File: src/assert_macros.svh
// ---------------------------------------------------------------------------
// assertion helpers shared by the accumulator machine
// ---------------------------------------------------------------------------
`ifndef ASSERT_MACROS_SVH
`define ASSERT_MACROS_SVH

// same-cycle implication, sampled on clk, off while rst_n is low
`define AM_ASSERT_NOW(lbl, ante, cons) \
    lbl: assert property (@(posedge clk) disable iff (!rst_n) (ante) |-> (cons)) \
        else $error("assertion failed");

// next-cycle implication, sampled on clk, off while rst_n is low
`define AM_ASSERT_NEXT(lbl, ante, cons) \
    lbl: assert property (@(posedge clk) disable iff (!rst_n) (ante) |=> (cons)) \
        else $error("assertion failed");

`endif

File: src/amach_pkg.sv
// ---------------------------------------------------------------------------
// amach_pkg
// types, constants and decode helpers for the accumulator machine
// ---------------------------------------------------------------------------
package amach_pkg;

    localparam int WORD_BITS = 32;
    localparam int MEM_DEPTH = 256;
    localparam int ADDR_BITS = $clog2(MEM_DEPTH);
    localparam int PC_BITS   = 9;
    localparam int LEN_BITS  = 9;
    localparam int DIV_STEPS = WORD_BITS;
    localparam int CNT_BITS  = $clog2(DIV_STEPS);
    localparam int FIFO_DEPTH = 2;

    typedef enum logic
    {
        CMD_WRITE = 1'b0,
        CMD_EXEC  = 1'b1
    } cmd_t;

    typedef enum logic [3:0]
    {
        OP_NONE   = 4'd0,
        OP_ADD    = 4'd1,
        OP_SUB    = 4'd2,
        OP_MULT   = 4'd3,
        OP_DIV    = 4'd4,
        OP_JMP    = 4'd5,
        OP_JMPN   = 4'd6,
        OP_JMPP   = 4'd7,
        OP_JMPZ   = 4'd8,
        OP_COPY   = 4'd9,
        OP_LOAD   = 4'd10,
        OP_STORE  = 4'd11,
        OP_INPUT  = 4'd12,
        OP_OUTPUT = 4'd13,
        OP_STOP   = 4'd14
    } op_t;

    typedef enum logic [2:0]
    {
        ST_IDLE,
        ST_DECODE,
        ST_OPND,
        ST_VAL,
        ST_DST,
        ST_DIV,
        ST_RESP
    } state_t;

    typedef struct packed
    {
        cmd_t                  cmd;
        logic [ADDR_BITS-1:0]  address;
        logic [WORD_BITS-1:0]  data;
    } item_t;

    localparam logic [3:0] OP_TOP = 4'd15;

    function automatic op_t decode_op(input logic [WORD_BITS-1:0] w);
        op_t op;
        op = OP_NONE;
        if (w[WORD_BITS-1:4] == '0 && w[3:0] != OP_TOP)
        begin
            op = op_t'(w[3:0]);
        end
        return op;
    endfunction

    localparam int REG_PROGRAM_LENGTH = 0;

endpackage

File: src/amach_if.sv
// ---------------------------------------------------------------------------
// amach_in_if / amach_out_if
// valid/ready channels for program and execute items and their results
// ---------------------------------------------------------------------------
interface amach_in_if;
    logic                             valid;
    logic                             ready;
    logic                             cmd;
    logic [amach_pkg::ADDR_BITS-1:0]  address;
    logic [amach_pkg::WORD_BITS-1:0]  data;

    modport source (output valid, cmd, address, data, input ready);
    modport sink   (input valid, cmd, address, data, output ready);
endinterface


File: src/amach_front.sv
// ---------------------------------------------------------------------------
// amach_front
// takes items off the input channel and queues them for the back
// ---------------------------------------------------------------------------
module amach_front
(
    input  logic              clk,
    input  logic              rst_n,
    amach_in_if.sink          in_ch,
    output logic              q_valid,
    output amach_pkg::item_t  q_item,
    input  logic              q_pop
);
    import amach_pkg::*;

    localparam int PTR_BITS = $clog2(FIFO_DEPTH);

    item_t                 fifo_reg [FIFO_DEPTH];
    logic [PTR_BITS-1:0]   wptr_reg;
    logic [PTR_BITS-1:0]   rptr_reg;
    logic [PTR_BITS:0]     count_reg;
    logic [PTR_BITS:0]     count_next;
    logic                  push;
    logic                  pop;
    item_t                 in_item;

    assign in_ch.ready = (count_reg != (PTR_BITS+1)'(FIFO_DEPTH));
    assign push        = in_ch.valid && in_ch.ready;
    assign pop         = q_pop && q_valid;
    assign q_valid     = (count_reg != '0);
    assign q_item      = fifo_reg[rptr_reg];

    always_comb
    begin
        in_item.cmd     = cmd_t'(in_ch.cmd);
        in_item.address = in_ch.address;
        in_item.data    = in_ch.data;
        count_next      = count_reg;
        if (push && !pop)
        begin
            count_next = count_reg + (PTR_BITS+1)'(1);
        end
        else if (pop && !push)
        begin
            count_next = count_reg - (PTR_BITS+1)'(1);
        end
    end

    always_ff @(posedge clk)
    begin
        if (push)
        begin
            fifo_reg[wptr_reg] <= in_item;
        end
    end

    always_ff @(posedge clk or negedge rst_n)
    begin
        if (!rst_n)
        begin
            wptr_reg  <= '0;
            rptr_reg  <= '0;
            count_reg <= '0;
        end
        else
        begin
            if (push)
            begin
                wptr_reg <= wptr_reg + 1'b1;
            end
            if (pop)
            begin
                rptr_reg <= rptr_reg + 1'b1;
            end
            count_reg <= count_next;
        end
    end

endmodule

File: src/flat_wrapper.sv
// flat-port wrapper written by rule: the top's interface ports become plain ports
module amach_front_flat import amach_pkg::*;
  (clk, rst_n, q_valid, q_item, q_pop, in_ch_valid, in_ch_cmd, in_ch_address, in_ch_data, in_ch_ready);
  amach_in_if in_ch_i ();
  input  logic clk;
  input  logic rst_n;
  output logic q_valid;
  output amach_pkg::item_t q_item;
  input  logic q_pop;
  input wire logic [$bits(in_ch_i.valid)-1:0] in_ch_valid;
  input wire logic [$bits(in_ch_i.cmd)-1:0] in_ch_cmd;
  input wire logic [$bits(in_ch_i.address)-1:0] in_ch_address;
  input wire logic [$bits(in_ch_i.data)-1:0] in_ch_data;
  output wire logic [$bits(in_ch_i.ready)-1:0] in_ch_ready;
  assign in_ch_i.valid = in_ch_valid;
  assign in_ch_i.cmd = in_ch_cmd;
  assign in_ch_i.address = in_ch_address;
  assign in_ch_i.data = in_ch_data;
  assign in_ch_ready = in_ch_i.ready;
  amach_front u_core (.clk(clk), .rst_n(rst_n), .in_ch(in_ch_i), .q_valid(q_valid), .q_item(q_item), .q_pop(q_pop));
endmodule
File: config.mk
export PLATFORM = sky130hd
export DESIGN_NAME = amach_front_flat
export DESIGN_NICKNAME = d
export VERILOG_FILES = /design/src/assert_macros.svh /design/src/amach_pkg.sv /design/src/amach_if.sv /design/src/amach_front.sv /design/src/flat_wrapper.sv
export SDC_FILE = /design/constraint.sdc
export NUM_CORES = 1
export LEC_CHECK = 0
export CORE_MARGIN = 2
export CORE_UTILIZATION = 50
export CTS_CLUSTER_DIAMETER = 120
export DETAILED_ROUTE_END_ITERATION = 8
export DONT_BUFFER_PORTS = 1
export SKIP_LAST_GASP = 1
export SYNTH_ARGS = -nofsm -noshare
export SYNTH_HDL_FRONTEND = slang
export SYNTH_SLANG_ARGS = --single-unit
File: constraint.sdc
create_clock -name clk -period 5.8 [get_ports clk]
set_input_delay 1.16 -clock clk [delete_from_list [all_inputs] [get_ports clk]]
set_output_delay 1.16 -clock clk [all_outputs]
set_load 0.05 [all_outputs]
# Word-level counts from Yosys, hierarchy flattened
# Memories as Yosys holds them, arrays and structs flattened.
# Cells that the tools add are included.
[totals]
out_inout_bits = 43
inputBits = 45
n_memories = 1
ff_bits = 4
elab_cells = 21
ram_bits = 82
[op_classes]
n_reduce_logical = 8
mux = 4
add_sub_neg = 4
eq_ne = 1
[mem_list]
columns = ["memory", "words", "word_bits", "read_ports", "rd_ports_with_merged_regs", "wr", "line", "source"]
rows = [
  ["u_core.fifo_reg", 2, 41, 1, 0, 1, "amach_front.sv:18", "item_t fifo_reg [FIFO_DEPTH];"],
]
[op_table]
columns = ["op", "count"]
rows = [
  ["$logic_and A1 B1 Y1", 4],
  ["$mux W2", 2],
  ["$reduce_bool A2 Y1", 2],
  ["$add A1 B1 Y1 const B", 2],
  ["$add A2 B1 Y2 const B", 1],
  ["$logic_not A1 Y1", 2],
  ["$mux W1", 2],
  ["$ne A2 B2 Y1 const B", 1],
  ["$sub A2 B1 Y2 const B", 1],
]

# Longest topological paths before layout
[depth]
depth_word = 6
ltp_mapped = 7
mapped_depth_nobuf = 7

# Least setup slack after synthesis
# No wires, ideal clock.
[synth_timing]
path_kind = "in2reg"
start = "input in_ch_valid"
end = "memory u_core.fifo_reg[0][0] (netlist bit), enable pin"
path_stages = 2
path_slack_ns = 2.361
arrival_time_ns = 3.000
t_required_ns = 5.360
cell_sequence = "nand2_1 -> nor2_1"
[synth_via]
elab_chain_cells = 3
[synth_rtl]
columns = ["element", "line", "source"]
rows = [
  ["from (decl)", "flat_wrapper.sv:10", "input wire logic [$bits(in_ch_i.valid)-1:0] in_ch_valid;"],
  ["$logic_and A1 B1 Y1", "amach_front.sv:28", "assign push = in_ch.valid && in_ch.ready;"],
  ["$mux W1", "amach_front.sv:51", "if (push)"],
  ["$mux W1 (implied by the code)", "amach_front.sv:53", "fifo_reg[wptr_reg] <= in_item;"],
  ["to (decl)", "amach_front.sv:18", ""],
]
# Every way passes these cells.

==> metrics.cfg <==
[sta]
slew_violations = 0
fmaxAchievable_mhz = 304.0
finalClockSkew_ns = 0.005675
setup_viol = 0
fin_crit_ns = 3.290
fin_ws_ns = 2.510
hold_violations = 0
setup_tns_ns = 0
rsz0062_at_grt = no
worst_pin_slew_ns = 1.173
relSlewSlack_pct = 21.59
finalCritPeriodShare_pct = 56.72

[drt]
wl_per_cell_um = 20.28
viasPerCell = 5.298
firstDrtPassIters = 4
drc = 0
vias = 1245
ant_nets = 0
drt_wl_total_um = 4766
drt-initial-drc-count = 104

[hold_path]
hold_class = flip-flop to flip-flop
holdPathEnd = u_core.count_reg[1]
min_from = u_core.count_reg[1]
min_path_cells = 1

[finish]
largest_reg_flops = 82
finalNetCount = 199
n_fill_cell = 489
layout-drive-gt1-share_pct = 37.34
fin_area_mm2 = 0.003593
stdcell_count = 235
areaGrowthSynthToFinish_pct = 7.084
antenna_cells = 0

[die]
die_w_um = 85.93
ioPinCount = 88
core.rowCount = 29
die_h_um = 85.93
core_area_mm2 = 0.006422
initial_utilization_pct = 52.25
die_area_mm2 = 0.007383

[placement]
placed_area_mm2 = 0.003378
portBuffers = 0
placed_cells = 219
dp_slack_ns = 2.834
hpwl_um = 3137
routabilityCongestion = 0.7010

[yosys]
syn_nets = 192
synth_commonest_cells = edfxtp_1 (82), mux2_4 (39), buf_12 (4), dfrtp_1 (4), xnor2_1 (3)
synth_top_area_share_pct = 73.38
synth.avg_cell_area_um2 = 22.98
synthTopCellsByArea = edfxtp_1 (73%), mux2_4 (17%), dfrtp_1 (3.0%), buf_12 (2.4%), xnor2_1 (0.78%)
synth_edf_count = 82
netlist_area_mm2 = 0.003356
synth_ff_type = edfxtp_1
yosysSeqAreaShare_pct = 76.36
yosysMostFrequentCell = edfxtp_1
yosys_warnings = 0
synth.distinct_cells = 15
yosys.area.top_type = edfxtp_1
synth-async-reset-ratio_pct = 4.651
ys_ff_latch = 86
syn_inst = 146

[worst_setup_path]
cp_slowest_cell = dfrtp_2
crit_family = flip-flops
rrSetupSlack_ns = 3.29
worstPathMaxFanout = 23
r2r_start = u_core.count_reg[0]
reg2reg_to = u_core.fifo_reg[0][3]
timing_worst_setup_path_type = flip-flop to output port
max_stage_delay_ns = 0.78
crit_path_start_kind = flip-flop
critPathCaptureType = output port
worstPathRequired_ns = 4.64
r2r.worst_path.cells = 3
worstPathCellList = buf_4 > mux2_2
crit_buf_inv = 1
worst_ep_arrival_time_ns = 2.13

[run]
drv_cap = 0

[clock_network]
cts.sink_count = 86
numCtsBuffers = 9
root_buffer = clkbuf_8
tritoncts = done
cts_setup_buffers = 0
htreeDepth = 3
ctsHoldBuffers = 0
insertion_delay_ns = 0.34
post_cts_resized = 0
clk_path_buf_depth = 2
path_clk_slew_ns = 0.08

[grt]
grt_pass1_wl_um = 6879
track_usage_pct = 13.18
grt-ovfl-total = 0
grt_pass1_vias = 1304
antenna_found_initial = 0
grt_max_degree = 42

[outcome]
run_status = finished, final reports clean

## cell type report
| cell class | instances | area [um2] | area share, % |
|---|---|---|---|
| Clock buffer | 12 | 145.1 | 4.039 |
| Timing Repair Buffer | 1 | 7.507 | 0.2089 |
| Clock inverter | 4 | 70.07 | 1.950 |
| Tap cell | 77 | 96.34 | 2.681 |
| Multi-Input combinational cell | 54 | 706.9 | 19.67 |
| Sequential cell | 86 | 2564 | 71.34 |
| Inverter | 1 | 3.754 | 0.1045 |
## worst max-delay path by stage
stage,startpoint,end,slack (ns),cells after the start
2_1_floorplan,in_ch_valid,u_core.fifo_reg[0][0],2.36,2
3_3_place_gp,u_core.rptr_reg,q_item[23],2.87,2
3_5_place_dp,u_core.rptr_reg,q_item[22],2.83,2
4_1_cts,u_core.rptr_reg,q_item[22],2.45,2
5_1_grt,u_core.rptr_reg,q_item[22],2.40,2
6_report,u_core.rptr_reg,q_item[22],2.51,2
## cell families (layout without fill, tap and decap cells)
kind of cell / count (synthesis) / in the layout / share of synthesized area, %
buffers and inverters: 6 / 18 / 2.834
XOR/XNOR: 5 / 5 / 1.305
AND/OR/NAND/NOR: 7 / 7 / 1.007
adder cells (fa/ha/maj): 1 / 1 / 0.3728
multiplexers: 41 / 41 / 18.12
flip-flops: 86 / 86 / 76.36
## metrics by stage
step,hold WS [ns],util (%)
2_1_floorplan,0.4564,-
3_3_place_gp,0.4721,52.60
3_5_place_dp,0.4900,52.60
4_1_cts,0.4897,55.95
5_1_grt,0.4785,55.95
6_report,0.5043,55.95
## layer usage
metal	global-route usage [%]	part of all wire, %	up-vias
met1	13.18	35	597
met2	21.71	52	59
li1	-	-	578
met4	7.792	2.1	0
met5	0	0	-
met3	6.930	11	11
## placed cells by master, fill, tap and decap left out
master	instances
clkbuf_8	10
mux2_4	39
ha_1	1
clkbuf_1	2
nor2_4	1
buf_4	1
nand2_1	2
clkinv_2	2
dfrtp_2	1
xnor2_1	3
mux2_2	2
edfxtp_1	82
and3_2	1
inv_1	1
dfrtp_1	3
nor2_1	1
bufinv_16	2
nand2b_1	1
xor2_1	2
or2_1	1
Power is not shown: default switching activity piles up to over one toggle a cycle in this logic, so the estimate is an artifact.
